==> config.mk <==
export PLATFORM = sky130hd
export DESIGN_NAME = lcab_board_mem
export DESIGN_NICKNAME = d
export VERILOG_FILES = /design/src/rtl/lcab_board_mem.sv
export SDC_FILE = /design/constraint.sdc
export NUM_CORES = 2
export LEC_CHECK = 0
export BUFFER_PORTS_ARGS = -buffer_cell sky130_fd_sc_hd__buf_2
export CORE_MARGIN = 2
export CORE_UTILIZATION = 57
export CTS_CLUSTER_SIZE = 10
export DETAILED_ROUTE_END_ITERATION = 8
export PLACE_DENSITY = 0.78
export SLEW_MARGIN = 20
export SYNTH_ARGS = -nofsm -noshare
export SYNTH_HDL_FRONTEND = slang
export SYNTH_SLANG_ARGS = --single-unit
==> constraint.sdc <==
create_clock -name clk -period 5.4 [get_ports clk]
set_clock_uncertainty 0.2 [all_clocks]
set_input_delay 0 -clock clk [delete_from_list [all_inputs] [get_ports clk]]
set_output_delay 0 -clock clk [all_outputs]
set_load 0.1 [all_outputs]
==> src/rtl/lcab_board_mem.sv <==
`default_nettype none

module lcab_board_mem #(
  parameter int SIDE = 64,
  parameter int AW   = $clog2(SIDE)
) (
  input  wire logic            clk,
  input  wire logic            rst,
  input  wire logic            rd_en,
  input  wire logic [AW-1:0]   rd_addr,
  output      logic [SIDE-1:0] rd_data,
  input  wire logic            wr_en,
  input  wire logic [AW-1:0]   wr_addr,
  input  wire logic [SIDE-1:0] wr_data
);

  logic [SIDE-1:0] mem [SIDE];
  logic [SIDE-1:0] row_vld;
  logic [SIDE-1:0] rd_q;
  logic            vld_q;

  // A row that was never written since reset reads as all dead.
  always_ff @(posedge clk) begin
    if (rst) begin
      row_vld <= '0;
    end else if (wr_en) begin
      row_vld[wr_addr] <= 1'b1;
    end
  end

  always_ff @(posedge clk) begin
    if (wr_en) begin
      mem[wr_addr] <= wr_data;
    end
  end

  always_ff @(posedge clk) begin
    if (rd_en) begin
      rd_q  <= mem[rd_addr];
      vld_q <= row_vld[rd_addr];
    end
  end

  assign rd_data = rd_q & {SIDE{vld_q}};

endmodule

`default_nettype wire

**Word level (Yosys, flattened, before mapping)**

Memories as Yosys holds them, arrays and structs flattened. A register that Yosys moved wholly into a read port is not among the register bits.
Index checks and enable logic that the tools add are counted.

- Flip-flop bits (word level): 65
- Bits in writable memories: 4096
- Memories: 1

- Muxes and demuxes: 6
- $lt $le $gt $ge: 3
- Bitwise gates (word level): 2
- Reductions and logical operators: 1

Memory list:

| name | words | bits a word | rd ports | clocked after Yosys merged registers in | write ports | RTL line | RTL |
|---|---|---|---|---|---|---|---|
| mem | 64 | 64 | 1 | 1 | 1 | 17 | `logic [SIDE-1:0] mem [SIDE];` |

Operators with widths:

| operator | count |
|---|---|
| $and 64x64->64 | 1 |
| $or 64x64->64 | 1 |
| $lt 6x7->1 const B | 2 |
| $bmux 1 s6 | 1 |
| $demux 1 s6 | 1 |
| $ge 6x1->1 const B | 1 |
| $mux 1 | 4 |
| $logic_and 1x1->1 | 1 |

**Depth between registers and ports, before layout**

- Depth in word-level cells: 5
- Gate-level depth with buffers: 10
- Gate-level depth less buffers: 5

**Least setup slack after synthesis**

OpenSTA, ideal clock, no wires.

- Kind: in2reg
- Start: in wr_en
- End: mem mem[40][0] (enable)
- Buffers on the path: 0
- Library setup time: 0.567 ns
- Stages on the path: 3
- Arrival: 4.877 ns
- Slack: -0.244 ns
- Cell sequence: nor2b_1 -> nand3_1 -> nor3_1

- Longest elaborated chain between the ends: 2

RTL lines:

| element | RTL line | RTL |
|---|---|---|
| start, declared | 12 | `input wire logic wr_en,` |
| $mux 1 | 32 | `if (wr_en) begin` |
| $mux 1 (implied by the code) | 33 | `mem[wr_addr] <= wr_data;` |
| end, declared | 17 |  |

Every way passes these cells.

==> run summary <==
Fmax achieved: 278 MHz
VDD IR max: 0.328 mV
Share of layout cells above drive strength 1: 26.2%
First-pass GRT wire length: 639 mm
Detailed Route WL: 461 mm
CP max FO: 72
CTS Buffer Depth: 4
Final ANT Viol Nets: 0
Maxcap violations: 0
Initial antenna violation count: 37
Die H: 534 um
Depth of the worst register-to-register path: 5
P per Cell Area: 376 nW/um2
Most common cell in the synthesized netlist: edfxtp_1
Die ar.: 285000 um2
Clock root cell: clkbuf_16
TritonCTS buffer count: 466
Yosys warning total: 0
CP Data Required Time: 5.92 ns
H-tree depth: 5
Final slew viol count: 0
Pin count of the biggest net entering global routing: 130
Min-delay worst type: input port to flop
Port bufs: 143
Failing checks: hold timing
Total GRT Usage: 32.1%
Fillers: 16880
Slew @ Worst Pin: 1.20 ns
Hold Crit Endpoint: mem[39][47]$_DFFE_PP_
Later-pin clock latency in the skew report: 0.94 ns
HPWL Detailed: 211 mm
# DRC: 0
Post-CTS setup buffer count: 0
Site Rows: 194
Setup TNS after final layout: 0 ns
Fin nets: 7536
Top_reg_cell synth: edfxtp_1
Worst setup EP type: flop
Synthesized net count: 7032
Synthesized area: 160000 um2
Synth unique cells: 33
Final Hold Fails: 48
CTS clk-pin slew, worst paths: 0.06 ns
CP startpoint kind: input port
Synth area leaders: edfxtp_1 78%, mux4_2 15%, mux2i_1 1.2%
Seq cells post-synth: 4225
Die width: 534 um
Worst hold slack: -0.0289 ns
Leak: 56.2 nW
Drt first pass iters: 6
CTS resizes: 0
Layout Area Growth over Synthesis: 12.4%
Initial core utilization: 57.3%
Reg-to-Reg Start: mem[15][59]$_DFFE_PP_
Register area share after synthesis: 78.9%
Via/cell ratio: 7.31
RSZ-0062 raised after global routing: false
Post-Syn Instances: 6952
Worst rel slew slack: 19.9%
Synth cell count leaders: 4161 x edfxtp_1, 1040 x mux4_2, 258 x a22oi_1, 250 x nor2_1, 196 x mux2i_1
Status: finished with violations
Number of DRC markers in iteration 0: 15325
Final Cycle Share: 66.6%
Data arrival time of the worst path: 4.11 ns
CTS Sinks: 4225
Core area: 279000 um2
Hold Path Cell Cnt: 2
I/O pin total: 144
FFs w/ async S/R, synth: 0%
GRT overflow: 0
Wire per inst: 40.8 um
Min Tclk post-route: 3.59 ns
Yosys top cell by area: edfxtp_1
R2R Setup Slk: 2.47 ns
# setup viols final: 0
Vias in the first global route: 84167
FF-to-FF End: rd_q[59]$_DFFE_PP_
Vias: 82649
Share of the synthesized area in the top cell type: 78.1%
Placed cell area: 166000 um2
Crit path kind: input port to flop
Syn avg cell area: 23.0 um2
Non-Filler Cell Area, Final: 180000 um2
GPL Wtd Cong: 0.803
CTS tree: done
Hold Startpoint: wr_data[47]
Post-synth EDFFs: 4161
flip-flops by register name, summed over array words and instances, names as in the netlist:
| name | cells |
|---|---|
| mem | 4096 |
| rd_q | 64 |
| vld_q | 1 |
| row_vld | 64 |
repair_timing:
action                     4_1_cts  5_1_grt
setup endpoints to repair        0        0
hold endpoints to repair      4722       51
hold buffers                    84        4
logic make-up after synthesis:
| kind of cell | share of synthesized area [%] |
|---|---|
| DFF | 78.9 |
| muxes | 15.9 |
| and+or+nand+nor | 1.81 |
| AOI/OAI and AO/OA | 2.09 |
| buffers and inverters | 1.31 |
through the flow:
step	total power, mW	hold slack (ns)	cells	util (%)	worst slack [ns]
after global placement	40.3	0.244	10620	59.6	1.64
after floorplan	39.1	-0.101	6952	-	1.28
after global routing	68.8	0.00791	11298	64.4	1.72
final	67.6	-0.0289	11310	64.4	1.81
after detailed placement	40.4	0.254	10620	59.6	1.64
after CTS	67.5	0.0292	11264	64.3	1.93
worst max-delay path by stage:
stage                     slack, ns  cells after the start                    to       startpoint
final                          1.81                      8    rd_q[59]$_DFFE_PP_       rd_addr[0]
after global routing           1.72                      8    rd_q[59]$_DFFE_PP_       rd_addr[0]
after CTS                      1.93                      3            rd_data[9]  vld_q$_DFFE_PP_
after detailed placement       1.64                      7    rd_q[59]$_DFFE_PP_       rd_addr[0]
after global placement         1.64                      7    rd_q[59]$_DFFE_PP_       rd_addr[0]
after floorplan                1.28                      4  mem[59][0]$_DFFE_PP_       wr_addr[0]
placed cells by master (no fill, tap or decap), drive strengths merged, types with 64 or more instances in the layout:
master | synthesis | final
nand2 | 118 | 118
dfxtp | 64 | 64
o22ai | 84 | 84
clkbuf | 136 | 540
nor2 | 251 | 251
buf | 252 | 336
nand3 | 96 | 96
dlygate4sd3 | 0 | 88
a22oi | 258 | 258
edfxtp | 4161 | 4161
and2 | 67 | 67
mux4 | 1040 | 1040
mux2i | 196 | 196
where the power goes:
group,internal (mW),switching [mW]
Combinational,1.15,2.24
Clock,15.6,12.1
Sequential,36.3,0.163
per-layer routing:
metal / global-route usage [%] / up-vias / routed length (um)
met5: 0 / - / 141
met4: 15.7 / 22 / 26800
met3: 8.10 / 1502 / 68600
met2: 50.1 / 7929 / 219000
met1: 42.7 / 42806 / 146000
li1: - / 30390 / -
worst max-delay path: stages:
cell,delay (ns)
dlygate4sd3_1,0.59
buf_12,0.51
or3_1,0.65
buf_4,0.37
nor2_1,0.08
a2111oi_0,0.95
o22ai_1,0.37
a31oi_1,0.39
layout make-up:
type,count,area (um2),area share (%)
Clock buffer,540,12100,6.71
Clock inverter,20,328,0.182
Timing Repair Buffer,424,4190,2.33
Antenna cell,38,95.1,0.0529
Sequential cell,4225,126000,70.2
Tap cell,3724,4660,2.59
Multi-Input combinational cell,2320,32200,17.9
Inverter,19,71.3,0.0397
No activity file was read; power rests on OpenSTA's default activity.
