## config.mk

```make
export PLATFORM = sky130hd
export DESIGN_NAME = lcab_row_rule
export DESIGN_NICKNAME = d
export VERILOG_FILES = /design/src/rtl/lcab_pkg.sv /design/src/rtl/lcab_row_rule.sv
export SDC_FILE = /design/constraint.sdc
export NUM_CORES = 1
export LEC_CHECK = 0
export ABC_AREA = 0
export BUFFER_PORTS_ARGS = -buffer_cell sky130_fd_sc_hd__buf_2
export CORE_MARGIN = 5
export CORE_UTILIZATION = 60
export DETAILED_ROUTE_END_ITERATION = 10
export MAX_ROUTING_LAYER = met4
export PLACE_DENSITY = 0.83
export SYNTH_ARGS = -nofsm -noshare
export SYNTH_HDL_FRONTEND = slang
export SYNTH_SLANG_ARGS = --single-unit
```

## constraint.sdc

```tcl
create_clock -name vclk -period 5.76
set_input_delay 0.576 -clock vclk [all_inputs]
set_output_delay 0.576 -clock vclk [all_outputs]
set_load 0.02 [all_outputs]
```

## src/rtl/lcab_pkg.sv

```systemverilog
`default_nettype none

package lcab_pkg;

  // Operation codes carried by the func field and echoed on done_op.
  typedef enum logic [1:0] {
    OP_TOGGLE  = 2'd0,
    OP_READ    = 2'd1,
    OP_ADVANCE = 2'd2
  } op_t;

  // Configuration register indexes.
  localparam logic [1:0] REG_WRAP    = 2'd0;
  localparam logic [1:0] REG_BIRTH   = 2'd1;
  localparam logic [1:0] REG_SURVIVE = 2'd2;

  localparam int MASK_W  = 9;
  localparam int COORD_W = 6;
  localparam int EXT_W   = 9;

  typedef enum logic [1:0] {
    ST_IDLE,
    ST_CELL,
    ST_ADV,
    ST_DONE
  } state_t;

  // Rule settings shared by the control and the row update lanes.
  typedef struct packed {
    logic              wrap;
    logic [MASK_W-1:0] birth;
    logic [MASK_W-1:0] survive;
  } rule_cfg_t;

endpackage

`default_nettype wire

```

## src/rtl/lcab_row_rule.sv

```systemverilog
`default_nettype none

module lcab_row_rule #(
  parameter int SIDE = 64
) (
  input  wire lcab_pkg::rule_cfg_t cfg,
  input  wire logic [SIDE-1:0]     prev_row,
  input  wire logic [SIDE-1:0]     cur_row,
  input  wire logic [SIDE-1:0]     next_row,
  output      logic [SIDE-1:0]     new_row
);

  function automatic logic [3:0] pop8(input logic [7:0] v);
    logic [3:0] s;
    s = '0;
    for (int i = 0; i < 8; i++) begin
      s = s + 4'(v[i]);
    end
    return s;
  endfunction

  // One lane per column; all lanes work on the same three rows at once.
  for (genvar c = 0; c < SIDE; c++) begin : g_lane
    localparam int L      = (c == 0) ? SIDE - 1 : c - 1;
    localparam int R      = (c == SIDE - 1) ? 0 : c + 1;
    localparam bit L_EDGE = (c == 0);
    localparam bit R_EDGE = (c == SIDE - 1);

    logic       lok;
    logic       rok;
    logic [7:0] nb;
    logic [3:0] cnt;

    // Across a side edge a neighbor only counts when the board wraps.
    assign lok = cfg.wrap | ~L_EDGE;
    assign rok = cfg.wrap | ~R_EDGE;
    assign nb  = {prev_row[L] & lok, prev_row[c], prev_row[R] & rok,
                  cur_row[L] & lok, cur_row[R] & rok,
                  next_row[L] & lok, next_row[c], next_row[R] & rok};
    assign cnt = pop8(nb);
    assign new_row[c] = cur_row[c] ? cfg.survive[cnt] : cfg.birth[cnt];
  end

endmodule

`default_nettype wire

```

=== Yosys cells after proc, flatten, opt, wreduce, memory -nomap -nowiden ===
Index checks and enable logic that the tools add are counted.
Widths: inputs -> output; s select.

* Mux-type cells: 320
* $lt $le $gt $ge: 64
* Add/subtract/negate cells: 448
* Bitwise logic cells: 6

{| class="wikitable"
|+ Operator list
! operator !! number
|-
| $add 4x1->4 || 290
|-
| $bmux 1 s4 || 128
|-
| $lt 4x5->1 const B || 64
|-
| $mux 1 || 192
|-
| $add 3x1->4 || 47
|-
| $add 2x1->3 || 47
|-
| $add 1x1->2 || 64
|-
| $and 1x1->1 || 6
|}

* Bits in registers: 0
* Input port bits: 211
* Word-level logic and storage cells: 838

=== Logic depth before layout (Yosys ltp) ===
Gate-level depths: netlist (run 1).

* Word-level depth: 11
* Mapped depth: 11

=== Worst setup path before layout (run 1) ===
OpenSTA, ideal clock, no wires.

* Kind: input port to output port
* Start point: in prev_row[1]
* End point: out new_row[1]
* Buffers on the path: 0
* Setup slack: 1161 ps
* Data required time: 5184 ps
* Arrival time: 4023 ps
* Stages: 11
* Path through: inv_1 fa_1 fa_1 fa_1 inv_1 ha_1 fa_1 mux4_2 mux2_2 a21o_1 a311o_1

* Word-level cells in the longest chain between the ends: 5
* Elaborated cells between the ends (all ways): 7

{| class="wikitable"
|+ Ends and longest elaborated chain
! item !! line !! source
|-
| start, declared || lcab_row_rule.sv:7 || <nowiki>input wire logic [SIDE-1:0] prev_row,</nowiki>
|-
| $add 4x1->4 * (2 in a row) || lcab_row_rule.sv:17 || <nowiki>s = s + 4'(v[i]);</nowiki>
|-
| $bmux 1 s4 || lcab_row_rule.sv:41 || <nowiki>assign new_row[c] = cur_row[c] ? cfg.survive[cnt] : cfg.birth[cnt];</nowiki>
|-
| $mux 1 (not written as such) || lcab_row_rule.sv:41 ||
|-
| $mux 1 * || lcab_row_rule.sv:41 ||
|-
| end, declared || lcab_row_rule.sv:10 || <nowiki>output logic [SIDE-1:0] new_row</nowiki>
|}

Every way passes the cells marked *; elsewhere a longest branch is shown, timed or not. The select of a mux whose other input is x is not followed.

=== Final worst setup path (run 1) ===
* Start point: in cur_row[19]
* End point: out new_row[20]

* Word-level cells in the longest chain between the ends: 7
* Elaborated cells between the ends (all ways): 9

{| class="wikitable"
|+ Ends and longest elaborated chain
! item !! line !! source
|-
| start, declared || lcab_row_rule.sv:8 || <nowiki>input wire logic [SIDE-1:0] cur_row,</nowiki>
|-
| $add 4x1->4 * (4 in a row) || lcab_row_rule.sv:17 ||
|-
| $bmux 1 s4 || lcab_row_rule.sv:41 ||
|-
| $mux 1 (not written as such) || lcab_row_rule.sv:41 ||
|-
| $mux 1 * || lcab_row_rule.sv:41 ||
|}

Marked as above.

==> results.md, run 1 <==
- The fraction of final layout cells with drive strength greater than 1 is 0.318.
- The HPWL after detailed placement is 45000 µm.
- The cell with the largest stage delay on the worst path is sky130_fd_sc_hd__fa_1.
- The class of the most critical hold timing path is input pin to primary output.
- 275 I/O pins were placed.
- The count of final max-slew check failures is 0.
- Gates resized during post-CTS repair numbered 0.
- The total global-route track usage is 0.324.
- The delay of the slowest cell on the worst path is 630 ps.
- For this block, the routed nets add up to 60100 µm of wire.
- STA classifies the critical path startpoint as an input pin.
- Setup total negative slack on the finished layout was measured at 0 ps.
- The count of endpoints failing hold in the final timing report is 0.
- The top cell types in the final layout, fill and taps aside, are sky130_fd_sc_hd__inv_1, sky130_fd_sc_hd__mux4_2, sky130_fd_sc_hd__buf_2.
- Yosys attributes the largest share of cell area to sky130_fd_sc_hd__mux4_2, sky130_fd_sc_hd__fa_1, sky130_fd_sc_hd__ha_1.
- In this run the vertical extent of the chip is 194 µm.
- The count of synthesis-stage warnings from yosys is 0.
- The timing-limited maximum frequency is 0.199 GHz.
- Buffers inserted to repair hold after CTS numbered 0.
- The maximum net fanout on the critical path is 6.
- Measured against its own limit, the worst slew margin works out to 0.249.
- Of the post-synthesis cell area, the dominant cell type holds 0.322.
- The most frequent standard cell in the layout excluding fill and tap cells is sky130_fd_sc_hd__inv_1.
- After technology mapping, the gate count stands at 1872.
- The total number of vias is 16400.
- Counting distinct cell types in the post-synthesis netlist gives 33.
- The number of global-route vias before repair is 17900.
- The placement row count is 67.
- The count of port buffers added during placement is 275.
- The startpoint-to-endpoint class of the critical path is input pin to primary output.
- In this run the horizontal extent of the chip is 194 µm.
- The pin count of the biggest net entering global routing is 48.
- Subtracting the final worst setup slack from the clock period gives 5010 ps.
- The number of routed nets with antenna violations is 0.
- The first-pass GRT wire length is 95600 µm.
- The count of clock buffers in the final design is 0.
- The net count after synthesis is 2531.
- The violation count after the first detailed-route iteration is 1679.
- The measured slew at the worst slew-check pin is 1130 ps.
- Compared with the post-synthesis result, the final layout area differs by 6.80%.
- Tracing the worst setup path back leads to its startpoint at cur_row[19].
- Setup repair after global routing left no endpoint under its margin.
- Dividing the detail-routed wire length by the instance count gives 24.4 µm.
- The sequential cell area is 0 µm².
- The data required time at the worst endpoint is 5180 ps.
- The largest total area in the synthesized netlist belongs to sky130_fd_sc_hd__mux4_2.
- The cell that appears most often on the critical path is sky130_fd_sc_hd__fa_1.
- Walking the worst path, the cells encountered are buf_2 > inv_1 > fa_1 > fa_1 > fa_1 > inv_1 > ha_1 > fa_1 > mux4_2 > mux4_2 > nand2_1 > o21ai_1 > buf_2.
- Routability-driven placement finished with a final weighted congestion of 0.922.
- The total setup violations reported at the end of the flow is 0.
- The layout sequential cell count is 0.
- The floorplan step defined a core boundary enclosing 33500 µm².
- The fraction of the yosys area taken by sequential cells is 0.
- The number of inserted filler cells in the final layout is 2505.
- The run finished with clean final reports.
- For this run, the detailed router's first-pass iteration total came to 6.
- The number of design rule violations left after detail routing is 0.
- The total grt overflow is 0.
- The hold path startpoint is cur_row[53].
- The average cell area after synthesis is 10.9 µm².
- The die area is 37700 µm².
- The post-layout net count is 2660.
- Dividing the detail-routed via count by the number of cells gives 6.65.
- The initial antenna violation count is 15.
- The critical path arrival is 4440 ps.
- The synthesized netlist occupies a cell area of 20300 µm².
- The effective utilization at floorplan is 0.606.
- The critical path endpoint category is a primary output.
- The final critical-path share of the clock period is 0.871.
- Across the run, the number of max-cap violations was 0.
- The number of setup buffers added after CTS is 0.
## routing by layer
layer,track usage,share of wire,up-vias
met5,-,0,-
met1,0.412,0.35,8057
met4,0.104,0.045,0
li1,-,-,6824
met3,0.0871,0.13,239
met2,0.515,0.48,1256
## Yosys cell counts (all sizes together)
cell          count
inv             416
mux4            313
fa              256
ha              192
clkbuf          144
nand2           123
o21ai            58
xor2             57
mux2             48
a21o             47
nor2             43
nand3            41
mux2i            28
buf              24
nor2b            17
o41ai            16
a21oi            15
nor4              6
a311o             5
nand2b            5
nand3b            5
nor3b             5
and2              2
a32o              1
and3b             1
dlymetal6s2s      1
o211ai            1
o311ai            1
xnor2             1
## kinds of logic after synthesis
family                   share of synthesized area
XOR/XNOR                                    0.0250
buffers and inverters                        0.114
multiplexers                                 0.391
AO/OA/AOI/OAI                               0.0460
AND/OR/NAND/NOR                             0.0543
adder cells (fa/ha/maj)                      0.370
## worst max-delay path: cells and delay by family
kind                       cells  cell delay (ps)
adders and majority gates      5             2320
buffers and inverters          4              520
muxes                          2              830
and+or+nand+nor                1               80
AOI/OAI and AO/OA              1              100
## worst paths after layout
kind	end	slack (ps)	depth (start not counted)
max	new_row[20]	750	13
min	new_row[53]	1660	4
## metrics by stage
| stage | cells | hold WS [ps] | utilization | cell area [µm²] | worst slack [ps] |
|---|---|---|---|---|---|
| 2_1_floorplan | 1872 | 1440 | - | 20300 | 1160 |
| 3_3_place_gp | 2447 | 1650 | 0.647 | 21700 | 808 |
| 3_5_place_dp | 2447 | 1650 | 0.647 | 21700 | 742 |
| 4_1_cts | 2447 | 1660 | 0.647 | 21700 | 720 |
| 5_1_grt | 2462 | 1680 | 0.648 | 21700 | 603 |
| 6_report | 2462 | 1660 | 0.648 | 21700 | 745 |
## cell type report
cell class                 count  area (µm²)  area share
timing repair buffer         296        1530      0.0706
multi-input combinational   1287       18000       0.830
antenna                       15        37.5     0.00173
tap                          448         561      0.0258
inverter                     416        1560      0.0719
==> run 2: changes to the inputs <==
- clock period: 5.76 -> 4.95 ns (I/O delays scaled with it)
==> results.md, run 2 (synthesis results as in run 1) <==
- The flow ran to the end, and the final reports show no timing, DRC or antenna violations.
- The length of the first detailed-routing pass in iterations came to 5 (-1).
- The count of endpoints failing hold in the final timing report is 0 (unchanged).
- The measured slew at the worst slew-check pin is 1170 ps (+43.8 ps).
- The placed instance count is 2455 (+0.33%).
- The worst ir drop on vdd is 0.270 mV.
- The delay of the slowest cell on the worst path was 630 ps (about the same).
- The cell area after placement is 21800 µm² (+0.39%).
- The worst slew margin relative to its limit is 0.220 (-0.0292).
- The layout sequential cell count is 0 (unchanged).
- The setup path with the least slack is of type input pin to primary output.
- The signal on the critical path passes through buf_2 > inv_1 > fa_1 > fa_1 > fa_1 > inv_1 > ha_1 > fa_1 > mux4_2 > mux4_2 > nand2_1 > o21ai_1 > buf_2.
- By instance count, the cell type seen most on the critical path is sky130_fd_sc_hd__fa_1.
- The die area is 37700 µm² (unchanged).
- The count of maximum capacitance violations is 0 (unchanged).
- The analysis attributes to cell leakage a power of 10.6 nW.
- The total setup violations reported at the end of the flow came to 0 (unchanged).
- The number of inserted filler cells in the final layout is 2513 (+0.32%).
- In the finished design, the share of the clock period the worst path needs comes to 0.988.
- The first-pass GRT wire length is 96700 µm (+1.2%).
- The cell with the largest stage delay on the worst path is sky130_fd_sc_hd__fa_1.
- The share of the core filled with cells in the final layout is 0.651 (+0.00358).
- The data required time at the worst endpoint came to 4450 ps (-730 ps).
- For this design the ratio of total power to cell area is 365 nW/µm².
- The post-route non-filler standard cell count is 2471 (+0.37%).
- The post-layout net count is 2671 (+0.41%).
- The count of clock buffers in the final design came to 0 (unchanged).
- The count of hold buffers inserted by post-cts repair was 0 (unchanged).
- The number of design rule violations left after detail routing came to 0 (unchanged).
- The final non-filler cell area was 21800 µm² (+0.55%).
- The total global-route track usage is 0.327 (+0.00261).
- The fraction of final layout cells with drive strength greater than 1 is 0.328 (+0.0102).
- The library cells used most frequently in the layout, excluding fill and tap cells, are sky130_fd_sc_hd__inv_1, sky130_fd_sc_hd__mux4_2, sky130_fd_sc_hd__buf_2.
- The initial antenna violation count is 11 (-4).
- The maximum net fanout on the critical path is 5 (-1).
- The core area is 33500 µm² (unchanged).
- The routed wirelength normalized by instance count is 24.6 µm (+0.92%).
- The most frequent standard cell in the layout excluding fill and tap cells is sky130_fd_sc_hd__inv_1.
- The timing-limited maximum frequency is 0.204 GHz.
- The HPWL after detailed placement is 45600 µm (+1.3%).
- The routed via count divided by cell count was 6.72 (+1.0%).
- The count of final max-slew check failures was 0 (unchanged).
- The critical path endpoint category is a primary output.
- The smallest setup slack after layout was 58.9 ps (-686 ps).
- The number of global-route vias before repair is 18500 (+3.4%).
- The worst setup path is launched from an input pin.
- The aggregate routed wire length is 60900 µm (+1.3%).
- The pin count of the biggest net entering global routing is 65 (+35%).
- The area used by multi-input combinational logic came to 18000 µm² (about the same).
- The count of port buffers added during placement was 275 (unchanged).
- The minimum period implied by the final worst setup slack is 4890 ps.
- The total number of vias is 16600 (+1.4%).
- The pre-CTS setup slack is 21.7 ps (-721 ps).
- The effective utilization at floorplan is 0.606 (unchanged).
- The width of the die is 194 µm (unchanged).
- Setup repair after global routing could not meet its margin everywhere.
- The overall power after layout is 0.00796 W.
- The violation count after the first detailed-route iteration is 1597 (-4.9%).
- The class of the most critical hold timing path is input pin to primary output.
- The placement row count is 67 (unchanged).
- The number of routed nets with antenna violations is 0 (unchanged).
- The critical path arrival was 4400 ps (-40 ps).
- The final estimated routing congestion in global placement is 0.907 (-1.7%).
- The sequential cell area came to 0 µm² (unchanged).
- The top-level I/O count is 275 (unchanged).
- Relative to the synthesized area, the layout overhead comes to 7.39%.
- The die extent in y is 194 µm (unchanged).
- The total grt overflow is 0 (unchanged).
-- run 2: cell count changes in the layout (fill, tap and decap cells not counted), sizes merged --
cell   change
diode      -2
buf       +11
-- run 2: power by group --
part             internal (W)       total [W]  switching [W]  leakage, nW
Clock          0.000000000353  0.000000000353              0    0.0000824
Combinational         0.00409         0.00796        0.00388         10.6
Sequential                  0               0              0            0
Total                 0.00409         0.00796        0.00388         10.6
-- run 2: worst paths after layout --
| check | endpoint | cells after the start | startpoint |
|---|---|---|---|
| max | new_row[20] | 13 | prev_row[20] |
| min | new_row[58] | 4 | cur_row[58] |
-- run 2: final cells by class --
class | instances | share of cell area
diodes | 13 | 0.00149
multi-input cells | 1287 | 0.826
well taps | 448 | 0.0257
inverters | 416 | 0.0715
repair buffers | 307 | 0.0754
-- run 2: timing repair --
action	in CTS	in global routing
setup buffers	0	3
resized for setup	0	15
setup endpoints to repair	0	4
-- run 2: worst max-delay path, delay by kind of cell --
| family | cells | cell delay, ps |
|---|---|---|
| AND/OR/NAND/NOR | 1 | 80 |
| AO/OA/AOI/OAI | 1 | 100 |
| buffers and inverters | 4 | 530 |
| multiplexers | 2 | 850 |
| adder cells (fa/ha/maj) | 5 | 2330 |
-- run 2: per-layer routing --
metal  vias to the layer above  part of all wire  global-route usage
met5                         -                 0                   -
met4                         0             0.052               0.130
met3                       284              0.12              0.0777
met2                      1285              0.47               0.514
met1                      8206              0.35               0.415
li1                       6833                 -                   -
-- run 2: through the flow --
step / TNS, ps / hold slack [ps]
floorplan: 0 / 1280
global placement: 0 / 1490
detailed placement: 0 / 1500
CTS: 0 / 1500
global route: -26.1 / 1520
finish: 0 / 1500
Note: power is estimated with default switching activity, not from simulation.
